## config.mk

```make
export PLATFORM = sky130hd
export DESIGN_NAME = tes_cordic_stage
export DESIGN_NICKNAME = d
export VERILOG_FILES = /design/src/design/tes_pkg.sv /design/src/design/tes_cordic_stage.sv
export SDC_FILE = /design/constraint.sdc
export NUM_CORES = 1
export LEC_CHECK = 0
export BUFFER_PORTS_ARGS = -buffer_cell sky130_fd_sc_hd__buf_2
export CAP_MARGIN = 20
export CORE_MARGIN = 10
export CORE_UTILIZATION = 60
export CTS_BUF_LIST = sky130_fd_sc_hd__clkbuf_2 sky130_fd_sc_hd__clkbuf_4 sky130_fd_sc_hd__clkbuf_8
export CTS_CLUSTER_SIZE = 14
export DETAILED_ROUTE_END_ITERATION = 10
export MAX_ROUTING_LAYER = met4
export PLACE_DENSITY = 0.95
export SETUP_SLACK_MARGIN = 0.05
export SLEW_MARGIN = 0
export SYNTH_ARGS = -nofsm -noshare
export SYNTH_HDL_FRONTEND = slang
export SYNTH_SLANG_ARGS = --single-unit
```

## constraint.sdc

```tcl
create_clock -name clk -period 10.21 [get_ports clk]
set_clock_uncertainty 0.15 [all_clocks]
set_input_delay 1.5315 -clock clk [delete_from_list [all_inputs] [get_ports clk]]
set_output_delay 1.5315 -clock clk [all_outputs]
set_load 0.01 [all_outputs]
```

## src/design/tes_pkg.sv

```systemverilog
// Shared types, constants and arithmetic tables for the trig equation solver.
`default_nettype none
package tes_pkg;
  localparam int FRAC_BITS_DEF     = 16;
  localparam int CORDIC_STAGES_DEF = 18;
  localparam int IN_W    = 18;
  localparam int ANG_W   = 19;
  localparam int TOL_W   = 16;
  localparam int GUARD   = 14;
  localparam int SQ_W    = 37;   // x1^2 + x2^2 fits in 36 bits, plus margin
  localparam int RT_W    = 19;   // floor sqrt of SQ_W-bit value
  localparam int CW      = 40;   // CORDIC datapath width
  localparam int ZW      = 34;   // binary angle width (full turn = 2^32)
  localparam logic signed [33:0] HALF_TURN = 34'sh0_8000_0000;
  localparam logic signed [33:0] FULL_TURN = 34'sh1_0000_0000;
  localparam logic [31:0] PI_Q29 = 32'd1686629713;

  typedef enum logic [1:0] {
    ST_TWO  = 2'd0,
    ST_INF  = 2'd1,
    ST_NONE = 2'd2
  } status_t;

  function automatic logic signed [ZW-1:0] atan_turn(input int i);
    logic [31:0] t;
    case (i)
      0: t = 32'h20000000;  1: t = 32'h12E4051E;  2: t = 32'h09FB385B;
      3: t = 32'h051111D4;  4: t = 32'h028B0D43;  5: t = 32'h0145D7E1;
      6: t = 32'h00A2F61E;  7: t = 32'h00517C55;  8: t = 32'h0028BE53;
      9: t = 32'h00145F2F; 10: t = 32'h000A2F98; 11: t = 32'h000517CC;
      12: t = 32'h00028BE6; 13: t = 32'h000145F3; 14: t = 32'h0000A2FA;
      15: t = 32'h0000517D; 16: t = 32'h000028BE; 17: t = 32'h0000145F;
      18: t = 32'h00000A30; 19: t = 32'h00000518; 20: t = 32'h0000028C;
      21: t = 32'h00000146; 22: t = 32'h000000A3; 23: t = 32'h00000051;
      24: t = 32'h00000029; 25: t = 32'h00000014; 26: t = 32'h0000000A;
      27: t = 32'h00000005; 28: t = 32'h00000003; 29: t = 32'h00000001;
      30: t = 32'h00000001;
      default: t = 32'h00000000;
    endcase
    return $signed({2'b00, t});
  endfunction
endpackage
`default_nettype wire

```

## src/design/tes_cordic_stage.sv

```systemverilog
// One registered micro-rotation of a vectoring CORDIC, carrying side payload.
`default_nettype none
module tes_cordic_stage #(
  parameter int STEP = 0,
  parameter int PW   = 1
) (
  input  wire logic                           clk,
  input  wire logic                           en,
  input  wire logic signed [tes_pkg::CW-1:0]  x_in,
  input  wire logic signed [tes_pkg::CW-1:0]  y_in,
  input  wire logic signed [tes_pkg::ZW-1:0]  z_in,
  input  wire logic [PW-1:0]                  pass_in,
  output      logic signed [tes_pkg::CW-1:0]  x_out,
  output      logic signed [tes_pkg::CW-1:0]  y_out,
  output      logic signed [tes_pkg::ZW-1:0]  z_out,
  output      logic [PW-1:0]                  pass_out
);
  import tes_pkg::*;
  localparam logic signed [ZW-1:0] ATN = atan_turn(STEP);
  logic signed [CW-1:0] dx, dy;
  always_comb begin
    dx = y_in >>> STEP;
    dy = x_in >>> STEP;
  end
  always_ff @(posedge clk) begin
    if (en) begin
      pass_out <= pass_in;
      if (!y_in[CW-1]) begin
        x_out <= x_in + dx;
        y_out <= y_in - dy;
        z_out <= z_in + ATN;
      end else begin
        x_out <= x_in - dx;
        y_out <= y_in + dy;
        z_out <= z_in - ATN;
      end
    end
  end
endmodule
`default_nettype wire

```

==> Yosys cells after proc, flatten, opt, wreduce, memory -nomap -nowiden <==
Index checks and enable logic that the tools add are counted.
{ "totals": {"wordCells": 12, "out_inout_bits": 115, "regBits": 115, "input_bits": 117} }
{ "classes": {"addsub": 5, "mux": 3} }
{ "ops": {"columns": ["operator", "count"], "rows": [
  ["2-to-1 mux 40 bit", 2],
  ["subtractor 40 bit", 2],
  ["adder 40 bit", 1],
  ["adder 34 x 31 -> 34 bit, second input constant", 1],
  ["2-to-1 mux 34 bit", 1],
  ["subtractor 34 x 31 -> 34 bit, second input constant", 1]
]} }

==> Logic depth before layout (Yosys ltp) <==
{ "depth": {"ltp_word": 2, "mapped_depth": 13, "mapped_depth_nobuf": 13} }

==> Worst setup path before layout <==
No wires, ideal clock.
{ "synth_path": {"path_type": "input to register", "from": "input port x_in[0] (netlist bit)", "to": "register y_out[24] (netlist bit) (data pin)", "path_buffers": 0, "setup_time_ns": 0.260, "t_required_ns": 9.800, "path_stages": 12, "path_slack_ns": 5.698, "arrival_time_ns": 4.102, "cell_sequence": "ha_1 > fa_1 > nor3b_1 > o31ai_2 > a211oi_1 > or3_1 > a21o_1 > a21oi_2 > nor4_1 > or4_4 > a21oi_1 > xnor2_1"} }
{ "synth_via": {"elab_chain_len": 2} }
{ "synth_lines": {"columns": ["element", "line_no", "text"], "rows": [
  ["start: declaration", "tes_cordic_stage.sv:9", "input wire logic signed [tes_pkg::CW-1:0] x_in,"],
  ["subtractor 40 bit or adder 40 bit (tied branches)", "tes_cordic_stage.sv:30, tes_cordic_stage.sv:34", null],
  ["2-to-1 mux 40 bit (*)", "tes_cordic_stage.sv:28", "if (!y_in[CW-1]) begin"],
  ["end signal: assignment", "tes_cordic_stage.sv:30", "y_out <= y_in - dy;"],
  ["end signal: assignment", "tes_cordic_stage.sv:34", "y_out <= y_in + dy;"],
  ["end: declaration", "tes_cordic_stage.sv:14", "output logic signed [tes_pkg::CW-1:0] y_out,"]
]} }
Every way passes the cells marked *; elsewhere a longest branch is shown, timed or not.
A chain may end at the register's enable or synchronous reset.

==> Worst setup path after layout <==
{ "layout_path": {"from": "input port x_in[0] (netlist bit)", "to": "register x_out[36] (netlist bit) (data pin)"} }
{ "layout_via": {"elab_chain_len": 2} }
{ "layout_lines": {"columns": ["element", "line_no", "text"], "rows": [
  ["adder 40 bit or subtractor 40 bit (tied branches)", "tes_cordic_stage.sv:29, tes_cordic_stage.sv:33", null],
  ["2-to-1 mux 40 bit (*)", "tes_cordic_stage.sv:28", null],
  ["end signal: assignment", "tes_cordic_stage.sv:29", "x_out <= x_in + dx;"],
  ["end signal: assignment", "tes_cordic_stage.sv:33", "x_out <= x_in - dx;"],
  ["end: declaration", "tes_cordic_stage.sv:13", "output logic signed [tes_pkg::CW-1:0] x_out,"]
]} }
Marked as above.

==> impl_metrics.tcl <==
set metrics [dict create \
    synth_warnings 0 \
    worstMarginPinSlew_ns 0.979 \
    fin_util 0.701 \
    postPlaceCellArea_um2 12100 \
    hold_path_depth 1 \
    antenna_found_initial 1 \
    holdBufCountCts 0 \
    dieArea_um2 23800 \
    ys_types 70 \
    netlist_area_um2 10800 \
    port_buffers 231 \
    coreArea_um2 17800 \
    status "completed" \
    intPower_mw 1.11 \
    rsz0062_at_grt "false" \
    vdd_ir_drop_max_mv 0.114 \
    combPwrFrac 0.367 \
    first_pass_iters 8 \
    fin_crit_sh 0.513 \
    grt_max_degree 87 \
    crit_start "x_in[0]" \
    fin_setup_tns_ns 0 \
    final_nets 1705 \
    grt_pass1_wl_mm 60.3 \
    drt-total-wl_mm 39.0 \
    synth_area_leaders "edfxtp_1 32%, ha_1 15%, a21oi_1 7.2%" \
    stdcell_count 1695 \
    multi_input_area_um2 6690 \
    wl_per_cell_um 23.0 \
    timing.hold.ws_ns 1.09 \
    cts-root-buf "clkbuf_8" \
    synth_area_leader_cell "edfxtp_1" \
    hp-start "z_in[12]" \
    p_sw_frac 0.374 \
    cts.sinks 114 \
    preCtsSetupSlack_ns 4.67 \
    p_sw_mw 0.664 \
    path_cells "buf_2 -> inv_1 -> ha_1 -> fa_1 -> and4b_1 -> o21ai_0 -> a21oi_1 -> o41ai_2 -> o31ai_1 -> a31oi_1 -> o221ai_1 -> a21boi_0 -> o22ai_1 -> xnor2_1" \
    cp-end-kind "register" \
    synth_edf_count 114 \
    slowest_stage "o31ai_1" \
    fmax_mhz 191 \
    cts_made_buffers 17 \
    synth.most_common_cell "a21oi_1" \
    detailed_place_hpwl_mm 30.7 \
    syn_to_final_growth_pct 15.8 \
    die_y_um 154 \
    start_util 0.606 \
    synth_cells 1251 \
    synth_top_flop_cell "edfxtp_1" \
    cp-start-kind "input port" \
    clkSlewWorstSetupHoldPaths_ns 0.08 \
    p_per_area_nw_per_um2 142 \
    syn-mean-instance-area_um2 8.64 \
    via_per_inst 6.30 \
    grt_pass1_vias 10400 \
    drtIter0Drc 1316 \
    cp.depth 14 \
    layout_setup_ws_ns 4.97 \
    total_power_mw 1.77 \
    period_minus_slack_ns 5.24 \
    fin_area_um2 12500 \
    post_cts_resized 0 \
    grtUsageTotal 0.324 \
    ios 232 \
    regArea_um2 3420 \
    critPathRequiredTime_ns 10.26 \
    critPathTopFamily "compound AO/OA/AOI/OAI gates" \
    vias 10700 \
    grt_overflow 0 \
    hp-class "input port to register" \
    synth_top_area_share 0.317 \
    yosys-top-cells-count "155 x a21oi_1, 131 x ha_1, 123 x inv_1, 114 x edfxtp_1, 98 x nor2_1" \
    ys_ff_latch 114 \
    htreeDepth 4 \
    drtAntennaViolNets 0 \
    path_class "input port to register" \
    cts_tree "built" \
    p_leak_nw 5.67 \
    cp_num_buf_inv 2 \
    async_flop_share 0 \
    fillers 1422 \
    clockBufferDepth 2 \
    drv_cap 0 \
    clkPwrFrac 0.279 \
    cts_setup_buffers 0 \
    path_max_fanout 4 \
    synthesis.nets 1503 \
    slew_violations 0 \
    dp_cells 1663 \
    rows 49 \
    setup_violations 0 \
    route.detailed.drc 0 \
    hold_viol 0 \
    cp_slowest_stage_delay_ns 0.67 \
    power.share.sequential 0.354 \
    ys_seq_area_frac 0.317 \
    crit_arrival_ns 5.29 \
    drive_gt1_frac 0.192 \
    slew_headroom 0.347 \
    gp_congestion 1.07 \
    chipWidth_um 154 \
]
==> power by group through the flow <==
stage	logic (mW)	clock network, mW	registers, mW
detailed placement	0.630	0	0.637
floorplan	0.353	0	0.673
global route	0.699	0.514	0.633
finish	0.651	0.496	0.628
global placement	0.624	0	0.634
CTS	0.637	0.493	0.629
==> layout make-up <==
class | count | share of cell area
clock buffers | 17 | 0.0187
multi-input cells | 957 | 0.534
well taps | 229 | 0.0229
diodes | 1 | 0.000200
inverters | 126 | 0.0378
clock inverters | 14 | 0.0164
flip-flops and latches | 114 | 0.274
repair buffers | 237 | 0.0959
==> per-layer routing <==
| metal | vias to the layer above | part of all wire | global-route usage |
|---|---|---|---|
| met5 | - | 0 | - |
| met3 | 97 | 0.095 | 0.0568 |
| met1 | 4979 | 0.41 | 0.411 |
| met2 | 724 | 0.47 | 0.524 |
| met4 | 0 | 0.026 | 0.0895 |
| li1 | 4882 | - | - |
==> logic make-up after synthesis <==
kind of cell	synth area share
xor+xnor	0.0648
buf+inv	0.0645
compound gates	0.242
flops	0.317
fa+ha+maj	0.159
simple gates	0.127
mux	0.0259
==> registers in the layout, summed over array words and instances, names as in the netlist <==
name / count
z_out: 34
pass_out: 1
y_out: 39
x_out: 40
==> final timing paths <==
check                 slack, ns        end
worst max-delay path       4.97  x_out[36]
worst min-delay path       1.09  z_out[12]
==> cells in the final DEF, fill, tap and decap left out, drive strengths merged, types with 31 or more instances in the layout <==
cell and instances:
a21o 34, a21oi 156, buf 237, edfxtp 114, ha 131, inv 127
nand2 75, nor2 98, o21ai 89, o21bai 31, xnor2 72
No activity file was read; power rests on OpenSTA's default activity.
