==> config.mk <==
export PLATFORM = sky130hd
export DESIGN_NAME = tes_sqrt_stage
export DESIGN_NICKNAME = d
export VERILOG_FILES = /design/src/design/tes_pkg.sv /design/src/design/tes_sqrt_stage.sv
export SDC_FILE = /design/constraint.sdc
export NUM_CORES = 1
export LEC_CHECK = 0
export BUFFER_PORTS_ARGS = -buffer_cell sky130_fd_sc_hd__buf_4
export CAP_MARGIN = 10
export CORE_UTILIZATION = 50
export CTS_BUF_LIST = sky130_fd_sc_hd__clkbuf_8
export DETAILED_ROUTE_END_ITERATION = 8
export PLACE_DENSITY = 0.82
export SYNTH_ARGS = -nofsm -noshare
export SYNTH_HDL_FRONTEND = slang
export SYNTH_SLANG_ARGS = --single-unit
==> constraint.sdc <==
create_clock -name clk -period 2.8 [get_ports clk]
set_input_delay 0.14 -clock clk [delete_from_list [all_inputs] [get_ports clk]]
set_output_delay 0.14 -clock clk [all_outputs]
set_load 0.02 [all_outputs]
==> src/design/tes_pkg.sv <==
// Shared types, constants and arithmetic tables for the trig equation solver.
`default_nettype none
package tes_pkg;
  localparam int FRAC_BITS_DEF     = 16;
  localparam int CORDIC_STAGES_DEF = 18;
  localparam int IN_W    = 18;
  localparam int ANG_W   = 19;
  localparam int TOL_W   = 16;
  localparam int GUARD   = 14;
  localparam int SQ_W    = 37;   // x1^2 + x2^2 fits in 36 bits, plus margin
  localparam int RT_W    = 19;   // floor sqrt of SQ_W-bit value
  localparam int CW      = 40;   // CORDIC datapath width
  localparam int ZW      = 34;   // binary angle width (full turn = 2^32)
  localparam logic signed [33:0] HALF_TURN = 34'sh0_8000_0000;
  localparam logic signed [33:0] FULL_TURN = 34'sh1_0000_0000;
  localparam logic [31:0] PI_Q29 = 32'd1686629713;

  typedef enum logic [1:0] {
    ST_TWO  = 2'd0,
    ST_INF  = 2'd1,
    ST_NONE = 2'd2
  } status_t;

  function automatic logic signed [ZW-1:0] atan_turn(input int i);
    logic [31:0] t;
    case (i)
      0: t = 32'h20000000;  1: t = 32'h12E4051E;  2: t = 32'h09FB385B;
      3: t = 32'h051111D4;  4: t = 32'h028B0D43;  5: t = 32'h0145D7E1;
      6: t = 32'h00A2F61E;  7: t = 32'h00517C55;  8: t = 32'h0028BE53;
      9: t = 32'h00145F2F; 10: t = 32'h000A2F98; 11: t = 32'h000517CC;
      12: t = 32'h00028BE6; 13: t = 32'h000145F3; 14: t = 32'h0000A2FA;
      15: t = 32'h0000517D; 16: t = 32'h000028BE; 17: t = 32'h0000145F;
      18: t = 32'h00000A30; 19: t = 32'h00000518; 20: t = 32'h0000028C;
      21: t = 32'h00000146; 22: t = 32'h000000A3; 23: t = 32'h00000051;
      24: t = 32'h00000029; 25: t = 32'h00000014; 26: t = 32'h0000000A;
      27: t = 32'h00000005; 28: t = 32'h00000003; 29: t = 32'h00000001;
      30: t = 32'h00000001;
      default: t = 32'h00000000;
    endcase
    return $signed({2'b00, t});
  endfunction
endpackage
`default_nettype wire

==> src/design/tes_sqrt_stage.sv <==
// One registered step of a pipelined floor square root (one result bit a stage).
`default_nettype none
module tes_sqrt_stage #(
  parameter int STEP = 0,
  parameter int PW   = 1
) (
  input  wire logic                     clk,
  input  wire logic                     en,
  input  wire logic [tes_pkg::SQ_W-1:0] rem_in,
  input  wire logic [tes_pkg::RT_W-1:0] root_in,
  input  wire logic [PW-1:0]            pass_in,
  output      logic [tes_pkg::SQ_W-1:0] rem_out,
  output      logic [tes_pkg::RT_W-1:0] root_out,
  output      logic [PW-1:0]            pass_out
);
  import tes_pkg::*;
  localparam int B = RT_W - 1 - STEP;
  logic [SQ_W+1:0] trial;
  logic [SQ_W+1:0] remw;
  always_comb begin
    trial = ({{(SQ_W+2-RT_W){1'b0}}, root_in} << (B + 1)) | ((SQ_W+2)'(1) << (2 * B));
    remw  = {2'b00, rem_in};
  end
  always_ff @(posedge clk) begin
    if (en) begin
      pass_out <= pass_in;
      if (remw >= trial) begin
        rem_out  <= SQ_W'(remw - trial);
        root_out <= root_in | (RT_W'(1) << B);
      end else begin
        rem_out  <= rem_in;
        root_out <= root_in;
      end
    end
  end
endmodule
`default_nettype wire

# After elaboration in Yosys (flattened, before gate mapping)
# Index checks and enable logic that the tools add are counted.
# word_totals
ff_bits	57
latch_bits	0
ramBits	0
romBits	0
input_bits	59
output_inout_bits	57
wordCells	7
n_memories	0
# op_classes
add_sub_neg	1
mul	0
div	0
magnitude_cmp	1
eq_ne	0
shift	0
muxes	1
bitwise	0
n_reduce_logical	0
# op_table
cell	n
$ge A37 B38 Y1	1
$mux W37	1
$sub A37 B37 Y37	1

# Depth between registers and ports, before layout
# Gate-level depths: netlist of the first run.
# depth
ltp_word	2
ltp_mapped	10
depth_no_buf	10

# Worst setup path before layout of the first run
# No wires, ideal clock.
# synth_timing
path_kind	input-to-reg
from	in root_in[7] in the netlist's numbering
to	reg rem_out[27] in the netlist's numbering (data pin)
setup_time_ns	0.260
arrival_time_ns	2.051
t_required_ns	2.540
setup_slack_ns	0.489
path_stages	10
n_path_buf	2
path_cell_list	inv_1 ha_1 and4_4 and3_4 and4_4 a2111oi_2 o21a_1 buf_6 buf_12 mux2_4
# synth_between
elab_chain_cells	2
elab_cells_between_ends	3
cone_classes	add/sub: 1; order compare: 1; mux: 1
# synth_lines
element	line	source
start, declared	tes_sqrt_stage.sv:10	input wire logic [tes_pkg::RT_W-1:0] root_in,
$sub A37 B37 Y37 / $ge A37 B38 Y1 (equally long branches)	tes_sqrt_stage.sv:28, tes_sqrt_stage.sv:27	
$mux W37 (*)	tes_sqrt_stage.sv:27	if (remw >= trial) begin
end signal, assigned	tes_sqrt_stage.sv:28	rem_out <= SQ_W'(remw - trial);
end signal, assigned	tes_sqrt_stage.sv:31	rem_out <= rem_in;
end, declared	tes_sqrt_stage.sv:12	output logic [tes_pkg::SQ_W-1:0] rem_out,
# Mark *: on every way between the ends. The rest lies on a longest branch, timed or not.
# A chain may end at the register's enable or synchronous reset.

# Worst setup path in the final report of the first run
# layout_timing
from	in root_in[0] in the netlist's numbering
to	reg rem_out[35] in the netlist's numbering (data pin)
# Same word-level chain as after synthesis.

==> results.yml, run 1 <==
synth:
  synth_nets: 312
  synth_edf_count: 57
  synth.top_cell.area_share_pct: 56.95
  synth.most_common_cell: "edfxtp_1"
  ys_seq_elements: 57
  synth_flop_cell: "edfxtp_1"
  syn_area_per_cell_sq_um: 12.79
  synth_cells: 235
  synth_area_sq_mm: 0.003005
  netlist-cell-type-count: 43
  synth_common_cells: "57 x edfxtp_1, 22 x inv_1, 17 x a21oi_1, 17 x ha_1, 16 x o21ai_0"
  yosysTopAreaCell: "edfxtp_1"
  ys_seq_area_share_pct: 56.95
  yosysWarnings: 0
  netlist_top_cells_area: "edfxtp_1 57%, ha_1 7.1%, mux2_4 3.5%"
  async_flop_share_pct: 0
floorplanning:
  core_sq_mm: 0.005642
  dieArea_sq_mm: 0.006325
  rows: 27
  ios: 116
  initial_core_util_pct: 53.27
  die_width_um: 79.53
  fp.dieH_um: 79.53
timing:
  finalHoldViolCount: 0
  final.min_clock_period_ns: 2.737
  layout_worst_path_cycle_share_pct: 97.75
  fin_ws_ns: 0.06312
  max_slew.worst_pin.slew_ns: 0.7255
  max-slew-margin-rel_pct: 51.63
  max_freq_mhz: 365.4
  whs_ns: 0.09400
  setup_violations: 0
  maxSlewViolCount: 0
  fin_setup_tns_ns: 0
run:
  maxCapViolCount: 0
critical_path:
  worstPathMaxFanout: 4
  start_kind: "primary input"
  path_cells: "dlygate4sd3_1 > buf_4 > ha_1 > inv_1 > fa_1 > a21oi_1 > o211ai_1 > o21ai_0 > o41ai_1 > xor2_1 > mux2_4"
  crit_type: "in2reg"
  crit_required_ns: 2.90
  critPathLaunch: "root_in[0]"
  slowest_stage: "o41ai_1"
  slowest_delay_ns: 0.59
  endpoint_kind: "flop"
  cp.arrival_ns: 2.83
route:
  ant_nets: 0
  detail_route.wl_per_cell_um: 18.81
  firstDrtPassIters: 4
  drcViolationCount: 0
  vias: 2656
  routed_wl_um: 8993
  routed_via_density: 5.556
  first_iter_violations: 200
min_path:
  min_path_cells: 2
  hold_class: "in2reg"
  holdPathEnd: "root_out[18]"
  hp-start: "root_in[18]"
power:
  peakVddDrop_uv: 432.5
  power.leakage_nw: 2.001
  p_per_area_mw_per_mm2: 545.5
global_routing:
  overflow: 0
  grt_pass1_wl_um: 13610
  antenna_found_initial: 0
  grt_usage_pct: 29.63
  grt_max_degree: 58
  grt_pass1_vias: 2750
cells_and_area:
  ff_latch_area_sq_mm: 0.001712
  fin_nets: 478
  area_growth_pct: 52.04
  antenna_cells: 0
  stdcell_area_sq_mm: 0.004569
  drive_gt1_share_pct: 39.16
  multi_input_area_sq_mm: 0.001184
  fillers: 340
placed_design:
  place.port_buffers: 115
  place_ws_ns: 0.2427
  dpl.hpwl_um: 5588
  gp_congestion: 0.9996
  placed_area_sq_mm: 0.003954
clock_tree:
  cts_tree: "built"
  clockBufferDepth: 2
  cts_root_buf: "clkbuf_8"
  cts_buffers: 9
  clk_pin_slew_ns: 0.07
  cts.sink_count: 57
  htree_levels: 3
run_status:
  status: "finished, final reports clean"
## worst max path at each step
stage	cells after the start	endpoint
3_5_place_dp	9	rem_out[23]
5_1_grt	11	rem_out[20]
4_1_cts	11	rem_out[23]
6_report	11	rem_out[35]
2_1_floorplan	10	rem_out[27]
3_3_place_gp	9	rem_out[23]
## through the flow
step / utilization, % / total power [mW] / instances
after floorplan: - / 1.372 / 235
after global placement: 70.08 / 1.611 / 422
after detailed placement: 70.08 / 1.625 / 422
after CTS: 80.39 / 2.452 / 476
after global routing: 80.99 / 2.580 / 478
final: 80.99 / 2.493 / 478
## registers in the layout, summed over array words and instances, names as in the netlist
| name | flops |
|---|---|
| root_out | 19 |
| pass_out | 1 |
| rem_out | 37 |
## final cells by class
class                   count  area share [%]
repair buffers            160           28.45
inverters                  22           1.807
clock buffers               9           2.711
multi-input cells         151           25.90
flip-flops and latches     57           37.46
well taps                  72           1.972
clock inverters             7           1.698
## per-layer routing
metal | track usage, % | part of all wire, % | up-vias
li1 | - | - | 1220
met1 | 32.53 | 36 | 1237
met2 | 51.20 | 51 | 157
met3 | 7.086 | 7.1 | 42
met4 | 18.55 | 5.4 | 0
met5 | 0 | 0 | -
## layout by cell type (no fill, tap or decap), types with 2 or more instances in the layout
master / n
o21ai_0: 15
a211oi_1: 3
clkbuf_8: 9
o311ai_0: 2
inv_6: 2
nor3_1: 5
mux2_4: 7
dlygate4sd3_1: 38
nor2_1: 11
xnor2_1: 5
and4_4: 2
edfxtp_1: 57
mux2_2: 7
o211ai_1: 3
o21a_1: 4
mux2i_1: 2
buf_4: 121
clkinv_4: 2
nand2_1: 11
nor4_1: 3
ha_1: 17
inv_1: 22
nand2b_1: 4
a21oi_1: 17
nand4_1: 3
xor2_1: 8
nand3b_1: 2
## where the power goes
group	switching, mW	internal (mW)	leakage, nW
clock	0.395	0.418	0.100
sequential	0.0248	1.02	0.558
combinational	0.334	0.298	1.34
total	0.753	1.74	2.00
## timing repair
item	4_1_cts	5_1_grt
gates resized for setup	0	4
setup endpoints to repair	0	14
endpoints found under the hold margin	38	0
hold buffers	38	0
setup buffers	0	2
## worst max-delay path: cells and delay by family
kind	cells	cell delay [ns]
AOI/OAI and AO/OA	4	1.11
muxes	1	0.29
xor gates and xnor gates	1	0.14
adders and majority gates	2	0.40
buffers and inverters	3	0.75
## logic make-up (layout without fill, tap and decap cells)
family | Yosys count | count (layout) | share of synthesized area [%]
AND/OR/NAND/NOR | 50 | 50 | 9.284
multiplexers | 16 | 16 | 6.786
flip-flops | 57 | 57 | 56.95
AO/OA/AOI/OAI | 54 | 54 | 11.28
adder cells (fa/ha/maj) | 18 | 18 | 7.743
XOR/XNOR | 13 | 13 | 3.789
buffers and inverters | 27 | 198 | 4.163
No activity file was read; power rests on OpenSTA's default activity.
==> inputs of run 2 (changes only) <==
--- a/config.mk
+++ b/config.mk
@@ -10,7 +10,7 @@
 export CORE_UTILIZATION = 50
 export CTS_BUF_LIST = sky130_fd_sc_hd__clkbuf_8
 export DETAILED_ROUTE_END_ITERATION = 8
-export PLACE_DENSITY = 0.82
+export PLACE_DENSITY_LB_ADDON = 0.25
 export SYNTH_ARGS = -nofsm -noshare
 export SYNTH_HDL_FRONTEND = slang
 export SYNTH_SLANG_ARGS = --single-unit
==> run 2 against run 1 <==
Largest power group unchanged. Critical path type unchanged. Non-clock buffer count is 1 higher. Combinational power hardly changed. Cell count is 0.21% higher. Largest cell class unchanged. Critical endpoint is now rem_out[24]. Via count is 2.0% lower. Clock power is 3.1% higher. Cell area is 1.1% higher.
==> results.yml, run 2 (synthesized netlist as in run 1, its figures left out) <==
timing:
  setup_violations: 0
  final.min_clock_period_ns: 2.778
  max-slew-margin-rel_pct: 51.71
  maxSlewViolCount: 0
  layout_worst_path_cycle_share_pct: 99.21
  whs_ns: 0.1121
  max_freq_mhz: 360.0
  max_slew.worst_pin.slew_ns: 0.7244
  finalHoldViolCount: 0
clock_tree:
  cts.sink_count: 57
  htree_levels: 3
  cts_tree: "built"
  clk_pin_slew_ns: 0.07
  clockBufferDepth: 2
  cts_root_buf: "clkbuf_8"
  cts_buffers: 9
run:
  maxCapViolCount: 0
power:
  p_per_area_mw_per_mm2: 544.9
  total_power_mw: 2.518
  peakVddDrop_uv: 319.2
  power.leakage_nw: 2.025
route:
  vias: 2602
  detail_route.wl_per_cell_um: 17.81
  drcViolationCount: 0
  first_iter_violations: 216
  routed_via_density: 5.432
  routed_wl_um: 8532
  firstDrtPassIters: 4
  ant_nets: 0
critical_path:
  slowest_stage: "dlygate4sd3_1"
  start_kind: "primary input"
  cpMostUsedCell: "and4_4"
  worstPathBufferInverterCount: 4
  crit_required_ns: 2.90
  worstPathMaxFanout: 9
  worst-path-stages: 11
  slowest_delay_ns: 0.53
  path_cells: "dlygate4sd3_1 > buf_4 > inv_1 > ha_2 > and4_4 > and3_4 > and4_4 > a2111oi_2 > o21a_2 > buf_12 > mux2_2"
  critPathTopFamily: "buffers and inverters"
  cp.arrival_ns: 2.87
  endpoint_kind: "flop"
  crit_type: "in2reg"
cells_and_area:
  reg.largest.list: "rem_out (37), root_out (19), pass_out (1)"
  layout_commonest_cell: "buf_4"
  largest_reg_flops: 37
  antenna_cells: 0
  area_growth_pct: 53.75
  stdcell_area_sq_mm: 0.004621
  final_cell_mix: "121 x buf_4, 57 x edfxtp_1, 38 x dlygate4sd3_1"
  largest-register: "rem_out"
  drive_gt1_share_pct: 40.05
  fin_nets: 479
floorplanning:
  initial_core_util_pct: 53.27
  fp.dieH_um: 79.53
  core_sq_mm: 0.005642
  dieArea_sq_mm: 0.006325
  ios: 116
  die_width_um: 79.53
  rows: 27
global_routing:
  met2_usage_pct: 46.84
  grt_usage_pct: 27.69
  gr-usage-met1_pct: 32.66
  overflow: 0
  grt_use_met3_pct: 6.400
  top_usage_layer: "met2"
  grt_pass1_wl_um: 12870
  antenna_found_initial: 0
  grt_max_degree: 58
  grt_pass1_vias: 2627
min_path:
  holdPathEnd: "root_out[18]"
  min_path_cells: 2
  hp-start: "root_in[18]"
  hold_class: "in2reg"
placed_design:
  place.port_buffers: 115
  gp_congestion: 0.9023
  dpl.hpwl_um: 5287
  placed_area_sq_mm: 0.003959
run_status:
  status: "finished, final reports clean"
[run 2: changes by cell type in the layout (fill, tap and decap cells not counted), sizes merged]
cell	change
clkinv	-1
clkbuf	+1
bufinv	+1
[run 2: area by class of cell]
type / count / area, sq um
Clock buffer: 9 / 123.9
Clock inverter: 7 / 87.58
Fill cell: 324 / 1021
Inverter: 22 / 82.58
Multi-Input combinational cell: 151 / 1191
Sequential cell: 57 / 1712
Tap cell: 72 / 90.09
Timing Repair Buffer: 161 / 1334
[run 2: worst max-delay path by stage]
stage / endpoint / start / slack (ns)
2_1_floorplan: rem_out[27] / root_in[7] / 0.49
3_5_place_dp: rem_out[24] / rem_in[26] / 0.25
3_3_place_gp: rem_out[33] / rem_in[19] / 0.26
5_1_grt: rem_out[25] / root_in[7] / -0.04
6_report: rem_out[24] / root_in[7] / 0.02
4_1_cts: rem_out[24] / root_in[6] / 0.09
[run 2: timing repair]
item / in CTS / in global routing
endpoints found under the setup margin: 0 / 9
setup buffers: 0 / 3
hold buffers: 38 / 0
resized for setup: 0 / 7
hold endpoints to repair: 38 / 0
[run 2: where the power goes]
| group | total [mW] | internal (mW) | switching, mW |
|---|---|---|---|
| sequential | 1.05 | 1.02 | 0.0233 |
| combinational | 0.632 | 0.304 | 0.329 |
| clock | 0.838 | 0.493 | 0.346 |
| total | 2.52 | 1.82 | 0.698 |
[run 2: through the flow]
stage                     utilization, %  TNS [ns]  worst slack (ns)  instances
after floorplan                        -         0            0.4888        235
after global placement             70.17         0            0.2566        421
after detailed placement           70.17         0            0.2524        421
after CTS                          80.66         0           0.09025        475
after global routing               81.90   -0.3150          -0.03589        479
final                              81.90         0           0.02204        479
[run 2: routing by layer]
metal  vias up  share of wire [%]
li1       1221                  -
met1      1236                 40
met2       127                 51
met3        18                7.2
met4         0                2.2
met5         -                  0
